===== config.mk =====
export PLATFORM = sky130hd
export DESIGN_NAME = egress_frame_allow_filter
export DESIGN_NICKNAME = d
export VERILOG_FILES = /design/src/design/efaf_pkg.sv /design/src/design/efaf_cfg_regs.sv /design/src/design/efaf_in_buf.sv /design/src/design/efaf_parse.sv /design/src/design/egress_frame_allow_filter.sv
export SDC_FILE = /design/constraint.sdc
export NUM_CORES = 1
export LEC_CHECK = 0
export ABC_AREA = 1
export BUFFER_PORTS_ARGS = -buffer_cell sky130_fd_sc_hd__buf_2
export CAP_MARGIN = 20
export CORE_UTILIZATION = 35
export CTS_CLUSTER_DIAMETER = 100
export DETAILED_ROUTE_END_ITERATION = 16
export SYNTH_ARGS = -nofsm -noshare
export SYNTH_HDL_FRONTEND = slang
export SYNTH_HIERARCHICAL = 1
export SYNTH_SLANG_ARGS = --single-unit
export TNS_END_PERCENT = 10

===== constraint.sdc =====
create_clock -name clk -period 2.84 [get_ports clk]
set_input_delay 0.142 -clock clk [delete_from_list [all_inputs] [get_ports clk]]
set_output_delay 0.142 -clock clk [all_outputs]
set_load 0.01 [all_outputs]

===== src/design/efaf_pkg.sv =====
// Shared types and constants for the egress frame allow filter.
package efaf_pkg;

  // Byte offsets saturate at this value; a byte seen there has no known position.
  localparam logic [15:0] OFFSET_LIMIT = 16'hFFFF;

  localparam logic [15:0] ETH_HDR_LEN = 16'd14;
  localparam logic [15:0] IP_HDR_MIN  = 16'd20;
  localparam logic [15:0] TCP_HDR_LEN = 16'd20;
  localparam logic [15:0] UDP_HDR_LEN = 16'd8;

  localparam logic [15:0] POS_KIND_HI = 16'd12;
  localparam logic [15:0] POS_KIND_LO = 16'd13;
  localparam logic [15:0] POS_IHL     = 16'd14;
  localparam logic [15:0] POS_PROTO   = 16'd23;
  localparam logic [15:0] POS_DADDR_0 = 16'd30;
  localparam logic [15:0] POS_DADDR_3 = 16'd33;

  localparam logic [15:0] KIND_ARP  = 16'h0806;
  localparam logic [15:0] KIND_IPV4 = 16'h0800;
  localparam logic [7:0]  PROTO_TCP = 8'd6;
  localparam logic [7:0]  PROTO_UDP = 8'd17;
  localparam logic [15:0] DNS_PORT  = 16'd53;

  typedef enum logic [2:0] {
    CLASS_ARP      = 3'd0,
    CLASS_TCP      = 3'd1,
    CLASS_UDP      = 3'd2,
    CLASS_OTHER_IP = 3'd3,
    CLASS_NON_IP   = 3'd4
  } efaf_class_t;

  typedef struct packed {
    logic [7:0] frame_byte;
    logic       end_of_frame;
  } efaf_item_t;

  typedef struct packed {
    logic [31:0] allowed_address;
    logic [15:0] allowed_port;
  } efaf_cfg_t;

endpackage


===== src/design/efaf_cfg_regs.sv =====
// Configuration register file with an APB-style access port.
module efaf_cfg_regs
  import efaf_pkg::*;
(
  input  logic        clk,
  input  logic        rst_n,
  input  logic        psel,
  input  logic        penable,
  input  logic        pwrite,
  input  logic [2:0]  paddr,
  input  logic [31:0] pwdata,
  output logic [31:0] prdata,
  output logic        pready,
  output efaf_cfg_t   cfg
);

  localparam logic REG_ADDRESS = 1'b0;
  localparam logic REG_PORT    = 1'b1;

  logic [31:0] allowed_address_r;
  logic [15:0] allowed_port_r;
  logic        wr_en;
  logic        reg_sel;

  assign pready  = 1'b1;
  assign wr_en   = psel & penable & pwrite & pready;
  assign reg_sel = paddr[2];

  always_ff @(posedge clk) begin
    if (!rst_n) begin
      allowed_address_r <= '0;
      allowed_port_r    <= '0;
    end else if (wr_en) begin
      unique case (reg_sel)
        REG_ADDRESS: allowed_address_r <= pwdata;
        REG_PORT:    allowed_port_r    <= pwdata[15:0];
        default:     ;
      endcase
    end
  end

  always_comb begin
    unique case (reg_sel)
      REG_ADDRESS: prdata = allowed_address_r;
      REG_PORT:    prdata = {16'd0, allowed_port_r};
      default:     prdata = '0;
    endcase
  end

  assign cfg.allowed_address = allowed_address_r;
  assign cfg.allowed_port    = allowed_port_r;

endmodule


===== src/design/efaf_in_buf.sv =====
// Two-entry input buffer that keeps the input stall a registered signal.
module efaf_in_buf
  import efaf_pkg::*;
(
  input  logic       clk,
  input  logic       rst_n,
  input  logic       in_valid,
  output logic       in_stall,
  input  efaf_item_t in_item,
  output logic       head_valid,
  output efaf_item_t head_item,
  input  logic       pop
);

  logic [1:0] count_r;
  logic [1:0] count_nxt;
  efaf_item_t head_r;
  efaf_item_t tail_r;
  logic       push;

  assign in_stall   = (count_r == 2'd2);
  assign push       = in_valid & ~in_stall;
  assign head_valid = (count_r != 2'd0);
  assign head_item  = head_r;

  always_comb begin
    count_nxt = count_r;
    if (push && !pop) begin
      count_nxt = count_r + 2'd1;
    end else if (pop && !push) begin
      count_nxt = count_r - 2'd1;
    end
  end

  always_ff @(posedge clk) begin
    if (!rst_n) begin
      count_r <= '0;
    end else begin
      count_r <= count_nxt;
    end
  end

  // Data moves toward the head; the tail only fills when the head entry stays occupied.
  always_ff @(posedge clk) begin
    if (push && pop) begin
      if (count_r == 2'd1) begin
        head_r <= in_item;
      end else begin
        head_r <= tail_r;
        tail_r <= in_item;
      end
    end else if (push) begin
      if (count_r == 2'd0) begin
        head_r <= in_item;
      end else begin
        tail_r <= in_item;
      end
    end else if (pop) begin
      head_r <= tail_r;
    end
  end

  a_count_range: assert property (@(posedge clk) disable iff (!rst_n)
    count_r != 2'd3)
    else $error("input buffer count out of range");

  a_pop_nonempty: assert property (@(posedge clk) disable iff (!rst_n)
    pop |-> count_r != 2'd0)
    else $error("pop from an empty input buffer");

endmodule


===== src/design/efaf_parse.sv =====
// Header capture, verdict logic and the result register.
module efaf_parse
  import efaf_pkg::*;
(
  input  logic        clk,
  input  logic        rst_n,
  input  efaf_cfg_t   cfg,
  input  logic        head_valid,
  input  efaf_item_t  head_item,
  output logic        pop,
  output logic        out_valid,
  input  logic        out_stall,
  output logic        out_pass_frame,
  output logic [2:0]  out_frame_class
);

  logic [15:0] pos_r, pos_nxt;
  logic [15:0] kind_r, kind_nxt;
  logic [3:0]  hw_r, hw_nxt;
  logic [7:0]  proto_r, proto_nxt;
  logic [31:0] daddr_r, daddr_nxt;
  logic [15:0] dport_r, dport_nxt;

  logic        out_valid_r;
  logic        out_pass_r;
  efaf_class_t out_class_r;

  logic        known;
  logic [7:0]  b;
  logic        last;
  logic [6:0]  l4;
  logic [15:0] port_hi_pos;
  logic [16:0] pos_p1;
  logic [16:0] need_tcp;
  logic [16:0] need_udp;
  logic        pass_v;
  efaf_class_t class_v;

  // True when the frame holds at least need bytes at known positions.
  function automatic logic has_bytes(input logic [16:0] have, input logic [16:0] need);
    has_bytes = (need <= have) && (need <= {1'b0, OFFSET_LIMIT});
  endfunction

  assign b    = head_item.frame_byte;
  assign last = head_item.end_of_frame;

  // A final byte needs the result register; other bytes always move on.
  assign pop = head_valid & (~last | ~out_valid_r | ~out_stall);

  assign known = (pos_r != OFFSET_LIMIT);

  // The header length is settled at offset 14, before any port byte position.
  assign l4          = 7'(ETH_HDR_LEN) + {1'b0, hw_r, 2'b00};
  assign port_hi_pos = {9'd0, l4} + 16'd2;
  assign pos_p1      = {1'b0, pos_r} + 17'd1;
  assign need_tcp    = {10'd0, l4} + {1'b0, TCP_HDR_LEN};
  assign need_udp    = {10'd0, l4} + {1'b0, UDP_HDR_LEN};

  always_comb begin
    kind_nxt  = kind_r;
    hw_nxt    = hw_r;
    proto_nxt = proto_r;
    daddr_nxt = daddr_r;
    dport_nxt = dport_r;
    pos_nxt   = pos_r;
    if (known) begin
      if (pos_r == POS_KIND_HI) kind_nxt = {b, kind_r[7:0]};
      if (pos_r == POS_KIND_LO) kind_nxt = {kind_r[15:8], b};
      if (pos_r == POS_IHL)     hw_nxt = b[3:0];
      if (pos_r == POS_PROTO)   proto_nxt = b;
      if (pos_r >= POS_DADDR_0 && pos_r <= POS_DADDR_3) begin
        daddr_nxt = {daddr_r[23:0], b};
      end
      if (pos_r == port_hi_pos)         dport_nxt = {b, dport_r[7:0]};
      if (pos_r == port_hi_pos + 16'd1) dport_nxt = {dport_r[15:8], b};
      pos_nxt = pos_r + 16'd1;
    end
  end

  always_comb begin
    pass_v  = 1'b0;
    class_v = CLASS_NON_IP;
    if (!has_bytes(pos_p1, {1'b0, ETH_HDR_LEN})) begin
      class_v = CLASS_NON_IP;
    end else if (kind_nxt == KIND_ARP) begin
      pass_v  = 1'b1;
      class_v = CLASS_ARP;
    end else if (kind_nxt != KIND_IPV4) begin
      class_v = CLASS_NON_IP;
    end else if (!has_bytes(pos_p1, {1'b0, ETH_HDR_LEN + IP_HDR_MIN})) begin
      class_v = CLASS_OTHER_IP;
    end else if (proto_nxt == PROTO_TCP) begin
      class_v = CLASS_TCP;
      pass_v  = has_bytes(pos_p1, need_tcp) && (daddr_nxt == cfg.allowed_address) &&
                (dport_nxt == cfg.allowed_port);
    end else if (proto_nxt == PROTO_UDP) begin
      class_v = CLASS_UDP;
      pass_v  = has_bytes(pos_p1, need_udp) && (daddr_nxt == cfg.allowed_address) &&
                (dport_nxt == DNS_PORT);
    end else begin
      class_v = CLASS_OTHER_IP;
    end
  end

  always_ff @(posedge clk) begin
    if (!rst_n) begin
      pos_r       <= '0;
      kind_r      <= '0;
      hw_r        <= '0;
      proto_r     <= '0;
      daddr_r     <= '0;
      dport_r     <= '0;
      out_valid_r <= 1'b0;
    end else begin
      if (pop) begin
        if (last) begin
          pos_r   <= '0;
          kind_r  <= '0;
          hw_r    <= '0;
          proto_r <= '0;
          daddr_r <= '0;
          dport_r <= '0;
        end else begin
          pos_r   <= pos_nxt;
          kind_r  <= kind_nxt;
          hw_r    <= hw_nxt;
          proto_r <= proto_nxt;
          daddr_r <= daddr_nxt;
          dport_r <= dport_nxt;
        end
      end
      if (pop && last) begin
        out_valid_r <= 1'b1;
      end else if (!out_stall) begin
        out_valid_r <= 1'b0;
      end
    end
  end

  always_ff @(posedge clk) begin
    if (pop && last) begin
      out_pass_r  <= pass_v;
      out_class_r <= class_v;
    end
  end

  assign out_valid       = out_valid_r;
  assign out_pass_frame  = out_pass_r;
  assign out_frame_class = out_class_r;

  a_clear_after_last: assert property (@(posedge clk) disable iff (!rst_n)
    (pop && last) |=> (pos_r == 16'd0 && hw_r == 4'd0 && kind_r == 16'd0))
    else $error("frame state not cleared after the final byte");

  a_pass_class: assert property (@(posedge clk) disable iff (!rst_n)
    (out_valid_r && out_pass_r) |->
      (out_class_r == CLASS_ARP || out_class_r == CLASS_TCP || out_class_r == CLASS_UDP))
    else $error("frame passed with a class that never passes");

  a_ihl_after_pos: assert property (@(posedge clk) disable iff (!rst_n)
    (hw_r != 4'd0) |-> (pos_r > POS_IHL))
    else $error("header length captured before its offset");

endmodule


===== src/design/egress_frame_allow_filter.sv =====
// Top level of the egress frame allow filter.
//
//   Channel  Direction  Handshake            Payload
//   in       input      in_valid / in_stall  in_frame_byte, in_end_of_frame
//   out      output     out_valid/out_stall  out_pass_frame, out_frame_class
//   config   input      APB-style            allowed_address (0x0), allowed_port (0x4)
//
// One frame byte is accepted every clock cycle while in_stall is low; the header capture
// and the verdict sit in one pass between the input buffer and the result register.
// out_valid rises once the final byte leaves the input buffer while the result register
// is free or being taken; the verdict is held in the result register until it is taken.
// rst_n is synchronous and active low; it clears the frame state and both registers.
// An output stall only holds back final bytes; the two-entry input buffer raises in_stall
// from its own fill level, so the stall path is registered on both sides.
module egress_frame_allow_filter
  import efaf_pkg::*;
(
  input  logic        clk,
  input  logic        rst_n,
  input  logic        in_valid,
  output logic        in_stall,
  input  logic [7:0]  in_frame_byte,
  input  logic        in_end_of_frame,
  output logic        out_valid,
  input  logic        out_stall,
  output logic        out_pass_frame,
  output logic [2:0]  out_frame_class,
  input  logic        psel,
  input  logic        penable,
  input  logic        pwrite,
  input  logic [2:0]  paddr,
  input  logic [31:0] pwdata,
  output logic [31:0] prdata,
  output logic        pready
);

  efaf_cfg_t  cfg;
  efaf_item_t in_item;
  efaf_item_t head_item;
  logic       head_valid;
  logic       pop;

  assign in_item.frame_byte   = in_frame_byte;
  assign in_item.end_of_frame = in_end_of_frame;

  efaf_cfg_regs u_cfg (
    .clk     (clk),
    .rst_n   (rst_n),
    .psel    (psel),
    .penable (penable),
    .pwrite  (pwrite),
    .paddr   (paddr),
    .pwdata  (pwdata),
    .prdata  (prdata),
    .pready  (pready),
    .cfg     (cfg)
  );

  efaf_in_buf u_in_buf (
    .clk        (clk),
    .rst_n      (rst_n),
    .in_valid   (in_valid),
    .in_stall   (in_stall),
    .in_item    (in_item),
    .head_valid (head_valid),
    .head_item  (head_item),
    .pop        (pop)
  );

  efaf_parse u_parse (
    .clk             (clk),
    .rst_n           (rst_n),
    .cfg             (cfg),
    .head_valid      (head_valid),
    .head_item       (head_item),
    .pop             (pop),
    .out_valid       (out_valid),
    .out_stall       (out_stall),
    .out_pass_frame  (out_pass_frame),
    .out_frame_class (out_frame_class)
  );

endmodule


== Word-level counts from Yosys, hierarchy flattened ==
Cells that the tools add are included.
W data, S select, Z words.

* Register bits: 165
* Input bits: 51
* Output and inout port bits: 39
* Logic and storage cells: 136

* $add $sub $neg: 9
* $lt $le $gt $ge: 8
* Eq/ne operators: 20
* Muxes and demuxes: 43
* Bitwise gates (word level): 12
* Reduce and logical (&&, ||, !) cells: 27

{| class="wikitable"
|+ Operators by type and width
! operator !! count
|-
| $mux W16 || 10
|-
| $mux W32 || 3
|-
| $mux W9 || 9
|-
| $pmux W32 S2 || 1
|-
| $eq A16 B16 Y1 || 3
|-
| $eq A16 B4 Y1 const B || 3
|-
| $le A17 B16 Y1 const B || 2
|-
| $le A17 B17 Y1 || 2
|-
| $add A16 B1 Y16 const B || 2
|-
| $eq A32 B32 Y1 || 1
|-
| $mux W8 || 3
|-
| $add A16 B1 Y17 const B || 1
|-
| $le A4 B17 Y1 const A || 1
|-
| $le A6 B17 Y1 const A || 1
|-
| $eq A16 B12 Y1 const B || 1
|-
| $eq A16 B5 Y1 const B || 1
|-
| $eq A16 B6 Y1 const B || 1
|-
| $ge A16 B5 Y1 const B || 1
|-
| $le A16 B6 Y1 const B || 1
|-
| $ne A16 B12 Y1 const B || 1
|-
| $ne A16 B16 Y1 const B || 1
|-
| $mux W3 || 4
|-
| $mux W4 || 3
|-
| $logic_and A1 B1 Y1 || 11
|-
| 25 further kinds || 52
|}

== Depth between registers and ports, before layout ==
Gate-level depths: netlist of run 1.

* Depth in word-level cells: 13
* Mapped depth: 27
* Mapped depth without buffers: 27

== Hierarchy ==
The synthesis of run 1 kept the hierarchy.

{| class="wikitable"
|+ Modules (own cells, without submodules)
! module !! times used !! cells an instance !! area an instance (sq um)
|-
| efaf_parse || 1 || 1162 || 7165.6
|-
| efaf_cfg_regs || 1 || 385 || 2323.5
|-
| efaf_in_buf || 1 || 83 || 907.1
|}

== Worst setup path before layout of run 1 ==
Ideal clock, no wire load.

* Path type: reg2reg
* From: register u_parse.hw_r[0]
* To: register u_parse.out_pass_r (netlist: u_parse/out_pass_frame), data pin
* Setup time: 0.141 ns
* Data arrival time: 2.753 ns
* Required time: 2.699 ns
* Setup slack: -0.054 ns
* Cell stages (with the launch flop): 26
* Path buffers: 1
* Cell sequence: dfxtp_1 -> inv_2 -> ha_1 -> inv_1 -> nor2_1 -> nor2_1 -> ha_1 -> nand2_1 -> nand2_1 -> nand2_1 -> inv_1 -> nand2_2 -> nand2_2 -> nand3_2 -> nor2_4 -> buf_6 -> nand3_1 -> nand3_1 -> nand2_1 -> nor2_1 -> nand2_1 -> nor2_1 -> nand3_1 -> nand2_1 -> nand2_1 -> a21oi_2

* Cells in the longest elaborated chain, start to end: 13

{| class="wikitable"
|+ Ends and longest elaborated chain
! element !! RTL line !! text
|-
| from (decl) || efaf_parse.sv:19 || <nowiki>logic [3:0] hw_r, hw_nxt;</nowiki>
|-
| from (signal assigned) || efaf_parse.sv:126 || <nowiki>hw_r <= hw_nxt;</nowiki>
|-
| $add A4 B6 Y7 * || efaf_parse.sv:53 || <nowiki>assign l4 = 7'(ETH_HDR_LEN) + {1'b0, hw_r, 2'b00};</nowiki>
|-
| $add A7 B2 Y8 || efaf_parse.sv:54 || <nowiki>assign port_hi_pos = {9'd0, l4} + 16'd2;</nowiki>
|-
| $add A16 B1 Y16 / $eq A16 B16 Y1 (equally long branches) || efaf_parse.sv:75, efaf_parse.sv:74 ||
|-
| $eq A16 B16 Y1 / $mux W16 (equally long branches) || efaf_parse.sv:75, efaf_parse.sv:74 ||
|-
| $mux W16 || efaf_parse.sv:75 || <nowiki>if (pos_r == port_hi_pos + 16'd1) dport_nxt = {dport_r[15:8], b};</nowiki>
|-
| $mux W16 || efaf_parse.sv:66 || <nowiki>if (known) begin</nowiki>
|-
| $eq A16 B6 Y1 || efaf_parse.sv:99 || <nowiki>(dport_nxt == DNS_PORT);</nowiki>
|-
| $logic_and A1 B1 Y1 || efaf_parse.sv:98 || <nowiki>pass_v = has_bytes(pos_p1, need_udp) && (daddr_nxt == cfg.allowed_address) &&</nowiki>
|-
| $mux W1 || efaf_parse.sv:96 || <nowiki>end else if (proto_nxt == PROTO_UDP) begin</nowiki>
|-
| $mux W1 * || efaf_parse.sv:92 || <nowiki>end else if (proto_nxt == PROTO_TCP) begin</nowiki>
|-
| $mux W1 * || efaf_parse.sv:90 || <nowiki>end else if (!has_bytes(pos_p1, {1'b0, ETH_HDR_LEN + IP_HDR_MIN})) begin</nowiki>
|-
| $mux W1 * || efaf_parse.sv:88 || <nowiki>end else if (kind_nxt != KIND_IPV4) begin</nowiki>
|-
| $mux W1 * || efaf_parse.sv:85 || <nowiki>end else if (kind_nxt == KIND_ARP) begin</nowiki>
|-
| to (signal assigned) || efaf_parse.sv:142 || <nowiki>out_pass_r <= pass_v;</nowiki>
|-
| to (decl) || efaf_parse.sv:25 || <nowiki>logic out_pass_r;</nowiki>
|}

Every way passes the cells marked *; elsewhere a longest branch is shown, timed or not.
A chain may end at the register's enable or synchronous reset.

== Final worst setup path of run 1 ==
* From: register u_parse.hw_r[1]
* To: register u_parse.out_pass_r (netlist: u_parse/out_pass_frame), data pin

The elaborated chain is that of the path after synthesis.

==> results of run 1 <==
power breakdown:
group          internal, mW  switching, mW  total (mW)
Combinational          1.07           1.97        3.04
Sequential             2.63          0.325        2.95
Clock                  1.22           1.17        2.39
registers in the layout (all words and copies together), names as in the netlist:
| signal | flops |
|---|---|
| u_in_buf/tail_r | 9 |
| u_parse/hw_r | 4 |
| u_parse/pos_r | 16 |
| u_parse/proto_r | 8 |
| u_parse/out_pass_frame | 1 |
| u_parse/out_valid | 1 |
| u_parse/dport_r | 16 |
| u_in_buf/count_r | 2 |
| u_parse/daddr_r | 32 |
| u_cfg/allowed_port_r | 16 |
| u_parse/kind_r | 16 |
| u_cfg/allowed_address_r | 32 |
| u_parse/out_frame_class | 3 |
| u_in_buf/head_item | 9 |
final timing paths:
check	from	to	slack [ps]
hold reg to reg	u_parse/daddr_r[28]	u_parse/daddr_r[28]	470
setup / recovery	u_parse/hw_r[1]	u_parse/out_pass_frame	-50
setup reg to reg	u_parse/hw_r[1]	u_parse/out_pass_frame	-50
hold / removal	pwdata[27]	u_cfg/allowed_address_r[27]	10
cell families after synthesis:
group | count (synthesis)
and+or+nand+nor | 873
muxes | 1
AOI/OAI and AO/OA | 188
DFF | 165
xor gates and xnor gates | 43
buffers and inverters | 334
other | 1
adders and majority gates | 25
cell usage after synthesis, types with 5 or more instances:
cell type	instances	area (µm²)
nand2_1	480	1800
inv_1	257	965
nor2_1	189	709
dfxtp_1	143	2860
nand3_1	126	631
a21oi_1	104	521
o21ai_0	32	160
clkbuf_1	31	116
ha_1	25	313
xnor2_1	25	219
nand4_1	23	144
o21ai_2	23	201
edfxtp_1	22	661
buf_2	18	90.1
xor2_1	18	158
o21ai_1	16	80.1
nand2_2	12	75.1
buf_6	10	113
nor2_2	9	56.3
inv_2	7	26.3
buf_4	5	37.5
nor2_4	5	56.3
nor3_1	5	25.0
nor3_2	5	50.1
repair_timing:
item	in CTS	in global routing
setup endpoints to repair	1	4
pin swaps	13	22
gates resized for setup	35	37
hold buffers	9	0
buffers inserted	5	2
endpoints found under the hold margin	10	0
critical path: cells and delay by family, from the launching register on:
kind | cells | cell delay, ps
AOI/OAI and AO/OA | 3 | 400
xor gates and xnor gates | 1 | 130
adders and majority gates | 3 | 630
buffers and inverters | 4 | 290
DFF | 1 | 340
and+or+nand+nor | 12 | 960
routing by layer:
metal / global-route usage [%] / vias up
met5: 0 / -
li1: - / 5344
met4: 7.38 / 0
met3: 2.38 / 39
met2: 32.8 / 227
met1: 28.1 / 4660
area by class of cell:
cell class	instances	area, µm²
multi-input combinational	1131	5770
clock inverter	14	183
sequential	165	3530
fill	3016	16100
inverter	266	1000
clock buffer	18	439
timing repair buffer	199	1390
tap	384	480
per-stage QoR:
step / cells / hold WS [ps]
floorplan: 1630 / 240
global placement: 2129 / 339
detailed placement: 2129 / 342
CTS: 2175 / 2.05
global route: 2177 / 20.7
finish: 2177 / 10.3
==> results_dict.tcl, run 1 <==
set metrics [dict create \
    num_vias 10300 \
    synth_ff_type "dfxtp_1" \
    syn_to_final_growth_pct 23.0 \
    wl_um 30400 \
    slowest_delay_ps 340 \
    clock.fmax_mhz 346 \
    initial_core_util_pct 35.9 \
    io_pins 90 \
    peakVddDrop_uv 401 \
    highest_layer "met4" \
    synthArstFlopShare_pct 0 \
    hold_viol_final 0 \
    setup_viol 1 \
    post-route-util_pct 44.2 \
    antenna_found_initial 0 \
    min_period_ps 2890 \
    max-clock-path-buffers 2 \
    die_area_mm2 0.0304 \
    grt_first_pass_wirelength_um 49700 \
    portBuffers 86 \
    drcViolationCount 0 \
    slew-limit-headroom_pct 42.3 \
    synthMuxAreaShare_pct 0.0963 \
    synth-seq-cells 165 \
    cts_tree "built" \
    wl_met3_um 1380 \
    outcome "complete, but fails checks" \
    grt_pass1_vias 9597 \
    synth_fp_nets 1706 \
    rsz0062_at_grt "yes" \
    total_leakage_power_nw 6.12 \
    fin_nets 1856 \
    power.density_mw_per_mm2 655 \
    synth_fa_ha_area_share_pct 3.01 \
    row_count 62 \
    cts-buffers-inserted 17 \
    clock_latency_ps 440 \
    final_common_cell "nand2_1" \
    synth_compound_area_share_pct 10.3 \
    ant_nets 0 \
    crit_chain "inv_2 > ha_4 > inv_2 > nor2_4 > nor2_4 > inv_1 > ha_2 > a21oi_2 > xnor2_2 > ha_1 > nand3_1 > nand2_1 > a21oi_1 > nor2_1 > nand3_1 > nand2_1 > inv_1 > nand2_1 > nor2_1 > nand3_1 > nand2_2 > nand2_2 > a21oi_2" \
    ys_seq_area_share_pct 33.9 \
    cts.clk_slew.worst_paths_ps 80 \
    diodes 0 \
    synthXorXnorAreaFrac_pct 3.62 \
    root_buffer "clkbuf_16" \
    fp.dieW_um 174 \
    dp_slack_ps -224 \
    placed_area_mm2 0.0118 \
    crit_type "reg2reg" \
    power_mw 8.38 \
    syn_inst 1630 \
    grt_max_degree 93 \
    avgSynthCellArea_um2 6.38 \
    synth_warnings 6 \
    met1Wirelength_um 14500 \
    cpMaxStageDelayCell "dfxtp_2" \
    critPathRequiredTime_ps 3130 \
    gr-total-overflow 0 \
    min_path_type "in2reg" \
    cts.sinks 165 \
    synth_edf_count 22 \
    layout_common_cells "nand2_1 (465), inv_1 (249), nor2_1 (180)" \
    cp-end-kind "flip-flop" \
    final_area_mm2 0.0128 \
    h-tree-depth 4 \
    drv_slew 0 \
    wl_met2_um 13700 \
    die_h_um 174 \
    max_slew.worst_pin.slew_ps 865 \
    yosys.area_share.simple_pct 35.8 \
    drive_gt1_share_pct 19.8 \
    routabilityCongestion 0.895 \
    netlist_area_mm2 0.0104 \
    cp_max_fo 3 \
    hold_depth 5 \
    core-area_mm2 0.0289 \
    post-route-period-util_pct 102 \
    track_usage_pct 20.5 \
    first_pass_iters 5 \
    fin_worst_skew_ps 15.0 \
    violations "negative setup slack" \
    cap_violations 0 \
    wire_per_inst_um 14.0 \
    routed_via_density 4.72 \
    dpl.hpwl_um 21900 \
    rr_worst_depth 23 \
    synth_top_family_by_area "simple AND/OR/NAND/NOR gates" \
    fin_setup_tns_ps -50.3 \
    start_kind "flip-flop" \
    cp_data_arrival_time_ps 3180 \
    setup_slack_ps -50.3 \
    ys_types 48 \
    initialDrtViolationCount 788 \
]
Power figures use the tool's default switching activity.
==> run 2: changes to the inputs <==
--- a/config.mk
+++ b/config.mk
@@ -11,6 +11,7 @@
 export CORE_UTILIZATION = 35
 export CTS_CLUSTER_DIAMETER = 100
 export DETAILED_ROUTE_END_ITERATION = 16
+export HOLD_SLACK_MARGIN = 0.15
 export SYNTH_ARGS = -nofsm -noshare
 export SYNTH_HDL_FRONTEND = slang
 export SYNTH_HIERARCHICAL = 1
==> run 2 against run 1 <==
  * Clock power barely moved
  * Register-to-register slack worse by 20 ps
  * Critical endpoint unchanged
  * The flow still finishes with violations (negative setup slack)
  * Clock skew up 1.2 ps
  * Global-route usage up 0.36 points
  * Non-clock buffer count rose by 34
  * Routed wire length is 2.2% higher
  * First-iteration DRC count rose by 1.5%
  * Cell area increased by 2.7%
  * Count of clock-buffer cells in the layout did not move
  * Setup slack got worse by 16 ps
==> results_dict.tcl, run 2 (synthesis results as in run 1) <==
set metrics [dict create \
    grt_max_degree 93 \
    reg.largest.list "u_cfg/allowed_address_r x32, u_parse/daddr_r x32" \
    initialDrtViolationCount 800 \
    cp_max_fo 5 \
    setup_slack_ps -66.7 \
    track_usage_pct 20.8 \
    fin_cells 2211 \
    root_buffer "clkbuf_16" \
    rsz0062_at_grt "yes" \
    total_leakage_power_nw 6.26 \
    fin_nets 1890 \
    multi_input_area_mm2 0.00577 \
    cts.clk_slew.worst_paths_ps 80 \
    grt_pass1_vias 9839 \
    power.density_mw_per_mm2 642 \
    routed_via_density 4.73 \
    ant_nets 0 \
    min_path_type "in2reg" \
    gr-total-overflow 0 \
    placed_area_mm2 0.0118 \
    holdWs_ps 246 \
    num_vias 10500 \
    cap_violations 0 \
    numPlacedInstances 2129 \
    io_pins 90 \
    antenna_found_initial 0 \
    diodes 0 \
    max-clock-path-buffers 2 \
    max_slew.worst_pin.slew_ps 892 \
    core-area_mm2 0.0289 \
    clock_latency_ps 440 \
    cts.sinks 165 \
    power_mw 8.43 \
    final_common_cell "nand2_1" \
    syn_to_final_growth_pct 26.3 \
    wl_um 31100 \
    peakVddDrop_uv 402 \
    hold_viol_final 0 \
    drive_gt1_share_pct 19.4 \
    first_pass_iters 5 \
    fillers 2965 \
    cp-end-kind "flip-flop" \
    cts_tree "built" \
    slew-limit-headroom_pct 40.5 \
    fp.dieW_um 174 \
    critPathRequiredTime_ps 3130 \
    start_kind "flip-flop" \
    min_period_ps 2910 \
    h-tree-depth 4 \
    drv_slew 0 \
    drcViolationCount 0 \
    violations "negative setup slack" \
    seq_area_mm2 0.00353 \
    setup_viol 1 \
    die_h_um 174 \
    portBuffers 86 \
    cts-buffers-inserted 17 \
    cp_data_arrival_time_ps 3200 \
    fin_worst_skew_ps 16.2 \
    outcome "complete, but fails checks" \
    initial_core_util_pct 35.9 \
    wire_per_inst_um 14.1 \
    final_area_mm2 0.0131 \
    die_area_mm2 0.0304 \
    layout_common_cells "nand2_1 (465), inv_1 (249), nor2_1 (180)" \
    dpl.hpwl_um 21900 \
    post-route-period-util_pct 102 \
    routabilityCongestion 0.895 \
    row_count 62 \
    crit_type "reg2reg" \
    clock.fmax_mhz 344 \
    grt_first_pass_wirelength_um 50600 \
]
[run 2: metrics by stage]
step | setup TNS, ps | utilization, % | setup slack, ps
detailed placement | -224 | 40.7 | -224
global route | -344 | 45.4 | -280
global placement | -195 | 40.7 | -195
CTS | -12.1 | 44.9 | -12.1
finish | -66.7 | 45.4 | -66.7
floorplan | 0 | - | 50.0
[run 2: repair_timing]
action	in CTS	in global routing
pin swaps	13	22
setup buffers	5	2
resized for setup	35	37
hold buffers	43	0
setup endpoints to repair	1	4
hold endpoints to repair	68	0
[run 2: layer usage]
metal	GRT usage (%)	part of all wire (%)	vias to the layer above
met3	2.49	4.0	43
met4	7.42	2.4	0
met2	34.0	46	229
met1	28.1	48	4779
met5	0	0	-
li1	-	-	5407
[run 2: layout make-up]
class	instances	share of cell area [%]
repair buffers	233	13.2
clock buffers	18	3.34
flip-flops and latches	165	26.9
clock inverters	14	1.39
inverters	266	7.62
multi-input cells	1131	43.9
well taps	384	3.66
[run 2: worst max-delay path: stages (launching register included)]
cell and delay, ps:
dfxtp_1 450, inv_1 140, nor2_4 140, nor2_4 60
ha_4 170, buf_4 130, buf_4 120, xor2_1 170
ha_1 300, nand2_1 80, o21ai_1 70, a21oi_1 130
nor2_1 50, nand2_1 50, o21ai_1 60, buf_4 160
nor2_1 100, nand3_1 90, nand2_2 100, nand2_2 60
a21oi_2 120
[run 2: where the power goes]
group          internal (mW)  switching [mW]  total, mW
sequential              2.63           0.324       2.95
combinational           1.10            1.99       3.08
clock                   1.22            1.18       2.40
[run 2: final timing paths]
path,slack (ps),cells past startpoint,endpoint,startpoint
setup / recovery,-70,20,u_parse/out_pass_frame,u_parse/hw_r[2]
hold / removal,250,4,u_parse/dport_r[4],rst_n
setup reg to reg,-70,20,u_parse/out_pass_frame,u_parse/hw_r[2]
hold reg to reg,470,2,u_parse/kind_r[9],u_parse/kind_r[9]
